### config.mk
export PLATFORM = sky130hd
export DESIGN_NAME = double_round_to_integral_top_flat
export DESIGN_NICKNAME = d
export VERILOG_FILES = /design/src/hdl/dri_pkg.sv /design/src/hdl/dri_if.sv /design/src/hdl/double_round_to_integral_top.sv /design/src/flat_wrapper.sv
export VERILOG_INCLUDE_DIRS = /design/src /design/src/hdl
export SDC_FILE = /design/constraint.sdc
export NUM_CORES = 1
export LEC_CHECK = 0
export ABC_AREA = 0
export BUFFER_PORTS_ARGS = -buffer_cell sky130_fd_sc_hd__buf_2
export CAP_MARGIN = 20
export CORE_MARGIN = 1.5
export CORE_UTILIZATION = 30
export CTS_BUF_LIST = sky130_fd_sc_hd__clkbuf_8 sky130_fd_sc_hd__clkbuf_16
export DETAILED_ROUTE_END_ITERATION = 7
export PLACE_DENSITY = 0.42
export SYNTH_ARGS = -nofsm -noshare
export SYNTH_HDL_FRONTEND = slang
export SYNTH_SLANG_ARGS = --single-unit
### constraint.sdc
create_clock -name clock -period 20.7 [get_ports clock]
set_clock_uncertainty 0.2 [all_clocks]
set_input_delay 2.07 -clock clock [delete_from_list [all_inputs] [get_ports clock]]
set_output_delay 2.07 -clock clock [all_outputs]
set_load 0.01 [all_outputs]
### src/hdl/double_round_to_integral_top_assert.svh
// Assertion macros for the round-to-integral block.
`ifndef DOUBLE_ROUND_TO_INTEGRAL_TOP_ASSERT_SVH
`define DOUBLE_ROUND_TO_INTEGRAL_TOP_ASSERT_SVH

// Assert that an antecedent implies a consequent in the same cycle.
`define DRI_ASSERT_IMPL(label, ante, cons) \
   label: assert property (@(posedge clock) disable iff (reset) (ante) |-> (cons)) \
      else $error("dri assertion failed");

// Assert that an antecedent implies a consequent in the next cycle.
`define DRI_ASSERT_NEXT(label, ante, cons) \
   label: assert property (@(posedge clock) disable iff (reset) (ante) |=> (cons)) \
      else $error("dri assertion failed");

`endif

### src/hdl/dri_pkg.sv
// ----------------------------------------------------------------------------
// dri_pkg
// Types and constants shared by the round-to-integral block.
// ----------------------------------------------------------------------------
package dri_pkg;

   localparam int unsigned FracWidth = 52;
   localparam logic [63:0] SignBit   = 64'h8000_0000_0000_0000;
   localparam logic [63:0] FracBits  = 64'h000f_ffff_ffff_ffff;
   localparam logic [63:0] OneBits   = 64'h3ff0_0000_0000_0000;
   localparam logic [10:0] ExpBias   = 11'd1023;

   typedef enum logic [1:0] {
      OP_FLOOR = 2'd0,
      OP_CEIL  = 2'd1,
      OP_TRUNC = 2'd2,
      OP_ROUND = 2'd3
   } op_type;

   // Classification of the operand, decided in the second stage.
   typedef enum logic [1:0] {
      CLS_PASS  = 2'd0,
      CLS_SMALL = 2'd1,
      CLS_FRAC  = 2'd2
   } cls_type;

endpackage

### src/hdl/dri_if.sv
// ----------------------------------------------------------------------------
// dri_if
// Valid/ready channel carrying one payload item.
// ----------------------------------------------------------------------------
interface dri_if #(
   parameter int unsigned WIDTH = 66
);
   logic             valid;
   logic             ready;
   logic [WIDTH-1:0] data;

   modport source (output valid, output data, input ready);
   modport sink (input valid, input data, output ready);
endinterface

### src/hdl/double_round_to_integral_top.sv
// Round-to-integral for binary64: a four-stage pipeline from accepted item
// to result valid. Throughput is one item per cycle; a
// stall on the result side freezes all stages together, so no item is
// lost or repeated. Synchronous active-high reset clears the valid bits;
// payload registers are not reset. Ready is high whenever the last stage
// is empty or its item is being taken.
// ----------------------------------------------------------------------------
// double_round_to_integral_top
// Floor, ceil, trunc and round half away from zero on a binary64 pattern.
// ----------------------------------------------------------------------------
module double_round_to_integral_top (
   input logic clock,
   input logic reset,
   dri_if.sink   req,
   dri_if.source rsp
);

   // Stage 1 captures the operand with ceil folded into floor by a sign flip.
   logic        s1_vld_ff, s2_vld_ff, s3_vld_ff, s4_vld_ff;
   logic        advance;
   logic [1:0]  s1_op_ff;
   logic [63:0] s1_b_ff;
   logic        s1_flip_ff;
   logic [63:0] s1_b_in;

   // Stage 2: classification and masks.
   logic [1:0]       s2_op_ff;
   logic [63:0]      s2_b_ff, s2_mask_ff, s2_half_ff;
   logic             s2_flip_ff, s2_eminus1_ff;
   dri_pkg::cls_type s2_cls_ff, s2_cls_in;
   logic [63:0]      s2_mask_in, s2_half_in;
   logic [11:0]      e_ext;

   // Stage 3: the add (floor carry or round increment) and truncation.
   logic [63:0]      s3_r_ff, s3_r_in;
   logic             s3_flip_ff;

   logic [63:0]      s4_r_ff;

   logic [1:0]  req_op;
   logic [63:0] req_operand_bits;

   assign req_op           = req.data[65:64];
   assign req_operand_bits = req.data[63:0];

   assign advance   = !s4_vld_ff || rsp.ready;
   assign req.ready = advance;

   always_comb begin
      s1_b_in = req_operand_bits;
      if (dri_pkg::op_type'(req_op) == dri_pkg::OP_CEIL) begin
         s1_b_in = req_operand_bits ^ dri_pkg::SignBit;
      end
   end

   always_comb begin
      e_ext      = {1'b0, s1_b_ff[62:52]} - {1'b0, dri_pkg::ExpBias};
      s2_mask_in = '0;
      s2_half_in = '0;
      if (s1_b_ff[62:52] >= 11'd1075) begin
         s2_cls_in = dri_pkg::CLS_PASS;
      end else if (s1_b_ff[62:52] < dri_pkg::ExpBias) begin
         s2_cls_in = dri_pkg::CLS_SMALL;
      end else begin
         s2_cls_in  = dri_pkg::CLS_FRAC;
         s2_mask_in = dri_pkg::FracBits >> e_ext[5:0];
         s2_half_in = 64'(dri_pkg::FracBits + 64'd1) >> e_ext[5:0];
      end
   end

   always_comb begin
      logic [63:0] b;
      logic        neg;
      logic [63:0] t;
      b   = s2_b_ff;
      neg = b[63];
      t   = b & ~s2_mask_ff;
      s3_r_in = b;
      case (s2_cls_ff)
         dri_pkg::CLS_PASS: begin
            s3_r_in = b;
         end
         dri_pkg::CLS_SMALL: begin
            case (dri_pkg::op_type'(s2_op_ff))
               dri_pkg::OP_FLOOR, dri_pkg::OP_CEIL: begin
                  if (b[62:0] == 63'd0) s3_r_in = b;
                  else if (neg) s3_r_in = dri_pkg::SignBit | dri_pkg::OneBits;
                  else s3_r_in = '0;
               end
               dri_pkg::OP_TRUNC: begin
                  s3_r_in = b & dri_pkg::SignBit;
               end
               default: begin
                  s3_r_in = s2_eminus1_ff ? ((b & dri_pkg::SignBit) | dri_pkg::OneBits)
                                          : (b & dri_pkg::SignBit);
               end
            endcase
         end
         default: begin
            case (dri_pkg::op_type'(s2_op_ff))
               dri_pkg::OP_FLOOR, dri_pkg::OP_CEIL: begin
                  if ((b & s2_mask_ff) == 64'd0) s3_r_in = b;
                  else if (neg) s3_r_in = (b + s2_mask_ff) & ~s2_mask_ff;
                  else s3_r_in = t;
               end
               dri_pkg::OP_TRUNC: begin
                  s3_r_in = t;
               end
               default: begin
                  // The half bit is the top bit of the mask; add one integer unit.
                  s3_r_in = ((b & (s2_mask_ff ^ (s2_mask_ff >> 1))) != 64'd0)
                            ? (t + s2_half_ff) : t;
               end
            endcase
         end
      endcase
   end

   always_ff @(posedge clock) begin
      if (reset) begin
         s1_vld_ff <= 1'b0;
         s2_vld_ff <= 1'b0;
         s3_vld_ff <= 1'b0;
         s4_vld_ff <= 1'b0;
      end else if (advance) begin
         s1_vld_ff <= req.valid;
         s2_vld_ff <= s1_vld_ff;
         s3_vld_ff <= s2_vld_ff;
         s4_vld_ff <= s3_vld_ff;
      end
   end

   always_ff @(posedge clock) begin
      if (advance) begin
         s1_op_ff      <= req_op;
         s1_b_ff       <= s1_b_in;
         s1_flip_ff    <= (dri_pkg::op_type'(req_op) == dri_pkg::OP_CEIL);
         s2_op_ff      <= s1_op_ff;
         s2_b_ff       <= s1_b_ff;
         s2_flip_ff    <= s1_flip_ff;
         s2_cls_ff     <= s2_cls_in;
         s2_mask_ff    <= s2_mask_in;
         s2_half_ff    <= s2_half_in;
         s2_eminus1_ff <= (s1_b_ff[62:52] == 11'd1022);
         s3_r_ff       <= s3_r_in;
         s3_flip_ff    <= s2_flip_ff;
         s4_r_ff       <= s3_flip_ff ? (s3_r_ff ^ dri_pkg::SignBit) : s3_r_ff;
      end
   end

   assign rsp.valid = s4_vld_ff;
   assign rsp.data  = s4_r_ff;

`include "double_round_to_integral_top_assert.svh"

   `DRI_ASSERT_NEXT(a_stall_holds, rsp.valid && !rsp.ready, rsp.valid && $stable(rsp.data))
   `DRI_ASSERT_IMPL(a_ready_when_empty, !s4_vld_ff, req.ready)
   `DRI_ASSERT_NEXT(a_valid_moves, advance && s3_vld_ff, s4_vld_ff)

endmodule

### src/flat_wrapper.sv
// flat-port wrapper written by rule: the top's interface ports become plain ports
module double_round_to_integral_top_flat 
  (clock, reset, req_valid, req_data, req_ready, rsp_valid, rsp_data, rsp_ready);
  dri_if #(.WIDTH(66)) req_i ();
  dri_if #(.WIDTH(64)) rsp_i ();
  input logic clock;
  input logic reset;
  input wire logic [$bits(req_i.valid)-1:0] req_valid;
  input wire logic [$bits(req_i.data)-1:0] req_data;
  output wire logic [$bits(req_i.ready)-1:0] req_ready;
  output wire logic [$bits(rsp_i.valid)-1:0] rsp_valid;
  output wire logic [$bits(rsp_i.data)-1:0] rsp_data;
  input wire logic [$bits(rsp_i.ready)-1:0] rsp_ready;
  assign req_i.valid = req_valid;
  assign req_i.data = req_data;
  assign req_ready = req_i.ready;
  assign rsp_valid = rsp_i.valid;
  assign rsp_data = rsp_i.data;
  assign rsp_i.ready = rsp_ready;
  double_round_to_integral_top u_core (.clock(clock), .reset(reset), .req(req_i), .rsp(rsp_i));
endmodule
# Word level (Yosys, flattened, before mapping)
# Cells that the tools add are included.
# op_classes
add_sub_neg,3
magnitude_cmp,2
eq_ne,5
shift,2
n_mux,12
n_bitwise,8
reduce_logical,9
# ops
operator,count
two-way mux 64 bit,7
one-hot mux 64 bit (2 select lines),3
bitwise AND 64 bit,4
adder 64 bit,2
zero test 64 bit,1
NOT 64 bit,1
nonzero test 64 bit,1
"right shift 52 x 6 -> 64 bit, first input constant",1
"right shift 53 x 6 -> 64 bit, first input constant",1
bitwise XOR 64 x 63 -> 64 bit,1
zero test 63 bit,1
two-way mux 62 bit,1
"== test 11 x 10 -> 1 bit, second input constant",1
"greater-or-equal comparator 11 bit, second input constant",1
"less-than comparator 11 x 10 -> 1 bit, second input constant",1
"== test 2 x 1 -> 1 bit, second input constant",3
"subtractor 6 bit, second input constant",1
zero test 2 bit,2
OR reduction 2 bit,2
"== test 2 bit, second input constant",1
two-way mux 2 bit,1
NOT 1 bit,2
zero test 1 bit,1
logical OR 1 bit,1
# totals
regBits,398
output_inout_bits,66

# Logic depth before layout (Yosys ltp)
# Gate-level depths: netlist (run 1).
# depth
word_depth,6
mapped_depth,14
mapped_depth_nobuf,13

# Worst setup path before layout (run 1)
# OpenSTA, ideal clock, no wires.
# synth_path
kind,input to output
from,in rsp_ready
to,out req_ready
arrival_time_ns,9.440
slack_ns,8.990
cell_stages,3
n_path_buf,1
cell_sequence,nor2b_1 clkbuf_1 inv_1
# synth_between
elab_chain_len,1
# synth_lines
item,line_no,text
from (decl),flat_wrapper.sv:13,input wire logic [$bits(rsp_i.ready)-1:0] rsp_ready;
logical OR 1 bit,double_round_to_integral_top.sv:46,assign advance = !s4_vld_ff || rsp.ready;
to (decl),flat_wrapper.sv:10,output wire logic [$bits(req_i.ready)-1:0] req_ready;
# Every way passes these cells.

# Worst setup path in the final report (run 1)
# Same ends and word-level chain as after synthesis.

==> flow_summary.yaml, run 1 <==
die:
  initial_core_util_pct: 30.47
  die_y_um: 278.9
  die_width_um: 278.9
  die_area_um2: 77790
  coreArea_um2: 74950
  pin_count: 136
  placementRows: 100
synth:
  yosysTopAreaCellShare_pct: 48.65
  synth.yosys.seq_area_share_pct: 49.00
  synth.largest_area_cell: "edfxtp_1"
  synth_area_um2: 22840
  async_reset_ff_share_pct: 0
  synth-seq-cells: 374
  syn_nets: 2420
  synth-warning-count: 0
  syn_area_per_cell_um2: 10.44
  synth-edff-count: 370
  yosys-top-cells-area: "edfxtp_1 (49%), ha_1 (8.8%), a21oi_1 (3.6%), nand2_1 (3.1%), nor2_1 (3.0%)"
  synth-main-ff-cell: "edfxtp_1"
  synthCells: 2187
  ys_types: 89
power_and_ir_drop:
  combinationalPowerShare_pct: 15.2
  total_leakage_power_nw: 10.48
  internal_power_mw: 1.451
  power.density_nw_per_um2: 77.94
  power_mw: 2.041
  seqPwrFrac_pct: 45.4
  ir_worst_vdd_uv: 52.62
  switching_share_pct: 28.92
  p_switching_uw: 590.3
  clockPowerShare_pct: 39.4
setup_path:
  crit_chain: "buf_2 > nor2b_1 > inv_8 > buf_2"
  arrival_ns: 3.44
  critPathLaunchType: "input pin"
  critPathSlowestCell: "nor2b_1"
  required_ns: 18.43
  path_max_fanout: 116
  r2r_cells: 14
  r2r-start: "u_core.s2_b_ff[0]$_DFFE_PP_"
  endpoint_kind: "output pin"
  rr_endpoint: "u_core.s3_r_ff[54]$_DFFE_PP_"
  setup.worst_path.class: "in2out"
  slowest_delay_ns: 0.57
  cpMostUsedCell: "buf_2"
  rrSetupSlack_ns: 15.57
cells_and_area:
  area_growth_pct: 14.66
  final_cell_mix: "edfxtp_1 (370), nand2_1 (190), nor2_1 (181), a21oi_1 (165), ha_1 (161)"
  drive_gt1_share_pct: 11.53
  fin_cells: 3330
  nFillCells: 7584
  multi_input_area_um2: 10870
  layout_commonest_cell: "edfxtp_1"
  regArea_um2: 11190
  nets: 2558
  final_area_um2: 26190
timing:
  finalSetupViolations: 0
  setup_ws_ns: 14.99
  fin_crit_sh_pct: 27.59
  relSlewSlack_pct: 16.69
  fin_setup_tns_ns: 0
  rsz0062_at_grt: "no"
  worstMarginPinSlew_ns: 1.244
  drv_slew: 0
  hold_viol: 0
  fmax_mhz: 175.1
  period_minus_slack_ns: 5.712
worst_hold_path:
  hold_depth: 0
  hold_path_end: "u_core.s2_b_ff[34]$_DFFE_PP_"
  holdCritStartpoint: "u_core.s1_b_ff[34]$_DFFE_PP_"
  hold_class: "reg2reg"
place:
  io_buffers: 135
  placed_area_um2: 24700
  hpwl_mm: 69.94
  place_ws_ns: 14.93
  gp_congestion: 0.9220
  dp.cells: 3247
grt:
  antenna_found_initial: 4
  grt_overflow_total: 0
  gr-usage-met2_pct: 36.79
  grt_pass1_vias: 18403
  grtUsageTotal_pct: 23.22
  busiest_layer: "met2"
  grt_max_degree: 117
  grtUsageMet3_pct: 2.485
  use_met1_pct: 32.77
  grt_pass1_wl_mm: 131.6
clock_network:
  cts_root_buf: "clkbuf_16"
  cts_buffers: 45
  post_cts_buffers: 0
  cts.sinks: 374
  cts_htree_levels: 2
  path_clk_slew_ns: 0.06
  cts_buffer_depth: 3
  tritoncts: "done"
  cts_resized: 0
  cts-hold-fix-buffers: 0
  insertion_delay_ns: 0.62
drt:
  firstDrtPassIters: 6
  vias_per_cell: 5.636
  drt-initial-drc-count: 1919
  wl_mm: 91.56
  postRouteAntennaNets: 0
  drcViolationCount: 0
  num_vias: 18767
  wl_per_cell_um: 27.50
run_status:
  outcome: "completed"
job:
  max-cap-violations: 0
==> cell usage after synthesis, drive strengths merged (27+ instances only) <==
library cell,number
nand3,38
o211ai,30
a21oi,169
nand4,32
ha,161
nor3,46
inv,135
a21o,29
o31ai,29
edfxtp,370
nand2,190
clkbuf,59
xor2,65
a22oi,27
o21ai,117
xnor2,64
nor4,57
nor2,182
==> metrics by stage <==
| stage | hold slack, ns | util, % |
|---|---|---|
| final | 0.2153 | 34.94 |
| after global routing | 0.2237 | 34.94 |
| after CTS | 0.2153 | 34.94 |
| after detailed placement | 0.2045 | 32.95 |
| after global placement | 0.2022 | 32.95 |
| after floorplan | 0.2003 | - |
==> registers in the layout, summed over array words and instances (netlist names) <==
register	count
u_core.rsp.data	64
u_core.rsp.valid	1
u_core.s1_b_ff	64
u_core.s1_flip_ff	1
u_core.s1_op_ff	2
u_core.s1_vld_ff	1
u_core.s2_b_ff	64
u_core.s2_cls_ff	2
u_core.s2_eminus1_ff	1
u_core.s2_flip_ff	1
u_core.s2_half_ff	53
u_core.s2_mask_ff	51
u_core.s2_op_ff	2
u_core.s2_vld_ff	1
u_core.s3_flip_ff	1
u_core.s3_r_ff	64
u_core.s3_vld_ff	1
==> logic make-up after synthesis <==
| family | synth area share, % |
|---|---|
| adder cells (fa/ha/maj) | 8.996 |
| AO/OA/AOI/OAI | 19.14 |
| buffers and inverters | 3.512 |
| AND/OR/NAND/NOR | 13.73 |
| XOR/XNOR | 4.947 |
| flip-flops | 49.00 |
| multiplexers | 0.6684 |
==> routing by layer <==
| metal | vias to the layer above | wire (um) |
|---|---|---|
| li1 | 8602 | - |
| met1 | 9396 | 42610 |
| met2 | 650 | 41070 |
| met3 | 119 | 4529 |
| met4 | 0 | 3351 |
| met5 | - | 0 |
==> cell type report <==
| class | instances | area share, % |
|---|---|---|
| Timing Repair Buffer | 166 | 3.469 |
| Multi-Input combinational cell | 1603 | 41.51 |
| Clock inverter | 37 | 1.381 |
| Tap cell | 969 | 4.630 |
| Sequential cell | 374 | 42.73 |
| Clock buffer | 45 | 4.300 |
| Inverter | 135 | 1.964 |
| Antenna cell | 1 | 0.009556 |
==> worst max path at each step <==
stage	depth (start not counted)	startpoint	slack, ns	to
2_1_floorplan	3	rsp_ready	8.99	req_ready
3_3_place_gp	4	rsp_ready	14.98	req_ready
3_5_place_dp	4	rsp_ready	14.93	req_ready
4_1_cts	4	rsp_ready	14.93	req_ready
5_1_grt	4	rsp_ready	14.84	req_ready
6_report	4	rsp_ready	14.99	req_ready
==> power groups by stage <==
stage | sequential, mW | clock [mW] | combinational, mW
2_1_floorplan | 0.930 | 0 | 0.183
3_3_place_gp | 0.940 | 0 | 0.308
3_5_place_dp | 0.941 | 0 | 0.307
4_1_cts | 0.926 | 0.829 | 0.309
5_1_grt | 0.931 | 0.855 | 0.335
6_report | 0.926 | 0.805 | 0.310
==> critical path: cells and delay by family <==
kind / cells / cell delay [ns]
and+or+nand+nor: 1 / 0.57
buffers and inverters: 3 / 0.80
No activity file was read; power rests on OpenSTA's default activity.
==> run 2, diff against run 1 <==
PLACE_DENSITY = 0.44   (was 0.42)
clock period = 4.7 ns   (was 20.7 ns; I/O delays follow)
==> flow_summary.yaml, run 2 (synthesized netlist as in run 1, its figures left out) <==
setup_path:
  setup.worst_path.class: "reg2reg"
  endpoint_kind: "flop"
  path_max_fanout: 7
  required_ns: 4.84
  arrival_ns: 4.74
  critPathLaunchType: "flop"
timing:
  hold_viol: 0
  relSlewSlack_pct: 38.71
  fin_setup_tns_ns: 0
  rsz0062_at_grt: "no"
  worstMarginPinSlew_ns: 0.9183
  finalSetupViolations: 0
  period_minus_slack_ns: 4.606
  fin_crit_sh_pct: 97.99
  fmax_mhz: 217.1
  drv_slew: 0
clock_network:
  post_cts_buffers: 0
  cts.sinks: 374
  tritoncts: "done"
  insertion_delay_ns: 0.60
  cts_htree_levels: 2
  cts_buffer_depth: 3
  cts_buffers: 45
  path_clk_slew_ns: 0.06
  cts_root_buf: "clkbuf_16"
power_and_ir_drop:
  combinationalPowerShare_pct: 17.4
  switching_share_pct: 29.44
  total_leakage_power_nw: 11.30
  seqPwrFrac_pct: 44.7
  internal_power_mw: 6.372
  p_switching_mw: 2.659
  clockPowerShare_pct: 37.9
  power.density_nw_per_um2: 325.7
  ir_worst_vdd_uv: 235.7
die:
  die_width_um: 278.9
  placementRows: 100
  initial_core_util_pct: 30.47
  die_area_um2: 77790
  coreArea_um2: 74950
  die_y_um: 278.9
  pin_count: 136
grt:
  antenna_found_initial: 2
  grt_pass1_vias: 19126
  grt_overflow_total: 0
  grtUsageTotal_pct: 24.03
  gr-usage-met2_pct: 37.11
  grt_pass1_wl_mm: 135.3
  use_met1_pct: 33.10
  grt_max_degree: 76
  grtUsageMet3_pct: 3.196
  busiest_layer: "met2"
drt:
  num_vias: 19682
  postRouteAntennaNets: 0
  wl_mm: 95.29
  wl_per_cell_um: 27.20
  firstDrtPassIters: 8
  drt-initial-drc-count: 2152
  drcViolationCount: 0
  vias_per_cell: 5.619
cells_and_area:
  final_cell_mix: "edfxtp_1 (370), nand2_1 (190), nor2_1 (181), a21oi_1 (165), ha_1 (161)"
  fin_cells: 3503
  area_growth_pct: 21.40
  drive_gt1_share_pct: 15.15
  diodes: 0
  nets: 2730
  layout_commonest_cell: "edfxtp_1"
  final_area_um2: 27730
place:
  gp_congestion: 0.9739
  dp.cells: 3351
  placed_area_um2: 25590
  io_buffers: 135
  hpwl_mm: 74.10
worst_hold_path:
  hold_class: "in2reg"
run_status:
  outcome: "completed"
job:
  max-cap-violations: 0
run 2: cell count changes in the layout (fill, tap and decap cells not counted), moves of 2 or more:
| cell | before | now |
|---|---|---|
| buf_12 | 0 | 10 |
| buf_4 | 31 | 125 |
| bufinv_16 | 5 | 2 |
| clkinv_1 | 11 | 5 |
| clkinv_2 | 5 | 8 |
| clkinvlp_4 | 4 | 10 |
| dlygate4sd3_1 | 0 | 68 |
| inv_1 | 138 | 140 |
run 2: final cells by class:
class,instances,area (um^2)
Multi-Input combinational cell,1603,10880
Tap cell,969,1212
Inverter,135,510.5
Sequential cell,374,11190
Fill cell,7448,47220
Timing Repair Buffer,338,2495
Clock buffer,46,1151
Clock inverter,38,287.8
run 2: worst paths after layout:
kind / from / slack, ns / to / cells after the start
min reg2reg: u_core.s3_r_ff[24]$_DFFE_PP_ / 0.21 / u_core.rsp.data[24]$_DFFE_PP_ / 0
min: rsp_ready / 0.07 / u_core.rsp.valid$_SDFFE_PP0P_ / 4
max reg2reg: u_core.s2_mask_ff[34]$_SDFFCE_PP0P_ / 0.09 / u_core.s3_r_ff[50]$_DFFE_PP_ / 13
max: u_core.s2_mask_ff[34]$_SDFFCE_PP0P_ / 0.09 / u_core.s3_r_ff[50]$_DFFE_PP_ / 13
run 2: power groups by stage:
stage,Sequential (mW),Combinational [mW],Clock (mW)
3_3_place_gp,4.10,1.50,0
3_5_place_dp,4.10,1.50,0
4_1_cts,4.04,1.55,3.54
6_report,4.04,1.57,3.42
2_1_floorplan,4.09,0.808,0
5_1_grt,4.06,1.67,3.65
run 2: timing repair:
item,in CTS,in global routing
hold endpoints to repair,71,0
endpoints found under the setup margin,1,3
gates resized for setup,1,2
hold buffers,68,0
run 2: worst max-delay path, cell delays in order (launching register included):
cell,delay [ns]
edfxtp_1,0.63
inv_1,0.09
ha_1,0.26
ha_1,0.44
nand2_1,0.15
or3_1,0.47
nor2_1,0.30
nand3_1,0.22
nor4b_2,0.45
or4_1,0.36
a21oi_1,0.17
o21ai_0,0.29
mux2i_1,0.23
o21ai_1,0.07
run 2: per-stage QoR:
step | power [mW] | setup slack [ns] | hold WS, ns | util, %
2_1_floorplan | 4.901 | -2.216 | 0.2003 | -
3_3_place_gp | 5.605 | -0.1097 | 0.2013 | 34.14
3_5_place_dp | 5.600 | -0.06334 | 0.2045 | 34.14
4_1_cts | 9.125 | 0.03954 | 0.04166 | 36.98
5_1_grt | 9.384 | 0.02239 | 0.08675 | 37.00
6_report | 9.031 | 0.09430 | 0.07473 | 37.00
run 2: per-layer routing:
layer	up-vias	wire length, um
met4	0	4904
met1	9769	42530
met2	809	41940
li1	8943	-
met3	161	5915
met5	-	0
==> run 3, diff against run 2 <==
RECOVER_POWER = 50   (was unset)
==> flow_summary.yaml, run 3 (synthesized netlist as in run 1, its figures left out) <==
drt:
  drcViolationCount: 0
  firstDrtPassIters: 6
  wl_per_cell_um: 27.24
  num_vias: 19741
  vias_per_cell: 5.635
  wl_mm: 95.42
  drt-initial-drc-count: 2136
  postRouteAntennaNets: 0
grt:
  grtUsageTotal_pct: 24.03
  grt_max_degree: 76
  grt_pass1_vias: 19126
  grt_pass1_wl_mm: 135.3
  antenna_found_initial: 2
  grt_overflow_total: 0
power_and_ir_drop:
  p_switching_mw: 2.662
  internal_power_mw: 6.355
  power.density_nw_per_um2: 326.8
  clockPowerShare_pct: 37.9
  combinationalPowerShare_pct: 17.3
  total_leakage_power_nw: 11.03
  ir_worst_vdd_uv: 236.5
  seqPwrFrac_pct: 44.8
  switching_share_pct: 29.52
clock_network:
  cts_htree_levels: 2
  cts.sinks: 374
  tritoncts: "done"
  path_clk_slew_ns: 0.06
  post_cts_buffers: 0
  cts_buffers: 45
  cts_root_buf: "clkbuf_16"
  cts_buffer_depth: 3
  insertion_delay_ns: 0.60
timing:
  fmax_mhz: 219.4
  worstMarginPinSlew_ns: 1.566
  hold_viol: 0
  finalSetupViolations: 0
  relSlewSlack_pct: -4.371
  period_minus_slack_ns: 4.559
  rsz0062_at_grt: "no"
  fin_crit_sh_pct: 96.99
  drv_slew: 60
setup_path:
  path_max_fanout: 7
  endpoint_kind: "flop"
  cpMostUsedCell: "ha_1"
  setup.worst_path.class: "reg2reg"
  crit_chain: "inv_1 > ha_1 > ha_1 > nand2_1 > or3_1 > nor2_1 > nand3_1 > nor4b_2 > or4_1 > a21oi_1 > o21ai_0 > mux2i_1 > o21ai_1"
  required_ns: 4.84
  critPathLaunchType: "flop"
  slowest_delay_ns: 0.65
  critPathSlowestCell: "edfxtp_1"
  arrival_ns: 4.70
run_status:
  violations: "capacitance limit, slew limit"
  outcome: "complete, but fails checks"
job:
  max-cap-violations: 1
cells_and_area:
  final_area_um2: 27590
  area_growth_pct: 20.82
  final_cell_mix: "edfxtp_1 (370), nand2_1 (190), nor2_1 (181), a21oi_1 (165), ha_1 (161)"
  fin_cells: 3503
  layout_commonest_cell: "edfxtp_1"
  nets: 2730
  diodes: 0
  drive_gt1_share_pct: 12.19
die:
  coreArea_um2: 74950
  die_width_um: 278.9
  pin_count: 136
  placementRows: 100
  die_y_um: 278.9
  die_area_um2: 77790
  initial_core_util_pct: 30.47
place:
  hpwl_mm: 74.10
  placed_area_um2: 25590
  gp_congestion: 0.9739
  dp.cells: 3351
  io_buffers: 135
worst_hold_path:
  hold_class: "in2reg"
==> run 3: through the flow <==
step | util [%] | hold WS, ns | setup WS (ns) | setup TNS [ns] | power [mW]
2_1_floorplan | - | 0.2003 | -2.216 | -820.73 | 4.901
3_3_place_gp | 34.14 | 0.2013 | -0.1097 | -0.1565 | 5.605
3_5_place_dp | 34.14 | 0.2045 | -0.06334 | -0.06334 | 5.600
4_1_cts | 36.98 | 0.04166 | 0.03954 | 0 | 9.125
5_1_grt | 36.82 | 0.06896 | 0.02239 | 0 | 9.367
6_report | 36.82 | 0.05771 | 0.1413 | 0 | 9.016
==> run 3: final timing paths <==
check,from,end,slack (ns),cells past startpoint
hold reg to reg,u_core.s3_r_ff[24]$_DFFE_PP_,u_core.rsp.data[24]$_DFFE_PP_,0.21,0
setup / recovery,u_core.s2_mask_ff[34]$_SDFFCE_PP0P_,u_core.s3_r_ff[50]$_DFFE_PP_,0.14,13
hold / removal,rsp_ready,u_core.rsp.valid$_SDFFE_PP0P_,0.06,4
setup reg to reg,u_core.s2_mask_ff[34]$_SDFFCE_PP0P_,u_core.s3_r_ff[50]$_DFFE_PP_,0.14,13
==> run 3: area by class of cell <==
cell class | instances | area [um^2]
inverters | 135 | 508.0
repair buffers | 338 | 2364
clock inverters | 38 | 287.8
flip-flops and latches | 374 | 11190
multi-input cells | 1603 | 10880
well taps | 969 | 1212
clock buffers | 46 | 1151
fillers | 7497 | 47350
==> run 3: layer usage <==
metal,up-vias,share of wire (%),GRT usage [%]
met3,172,6.2,3.196
met4,0,5.3,11.75
met2,809,44,37.11
met5,-,0,0
met1,9814,45,33.10
li1,8946,-,-
==> run 3: power by group through the flow <==
stage / clock, mW / sequential [mW] / combinational, mW
global route: 3.65 / 4.06 / 1.65
detailed placement: 0 / 4.10 / 1.50
floorplan: 0 / 4.09 / 0.808
finish: 3.42 / 4.04 / 1.56
CTS: 3.54 / 4.04 / 1.55
global placement: 0 / 4.10 / 1.50
==> run 3: repair_timing <==
action / in CTS / in global routing
hold buffers: 68 / 0
hold endpoints to repair: 71 / 0
endpoints found under the setup margin: 1 / 3
resized for setup: 1 / 2
==> run 3: critical path, delay by kind of cell, from the launching register on <==
family / cells / cell delay [ns]
simple gates: 6 / 1.89
fa+ha+maj: 2 / 0.70
flops: 1 / 0.65
compound gates: 3 / 0.53
mux: 1 / 0.23
buf+inv: 1 / 0.10
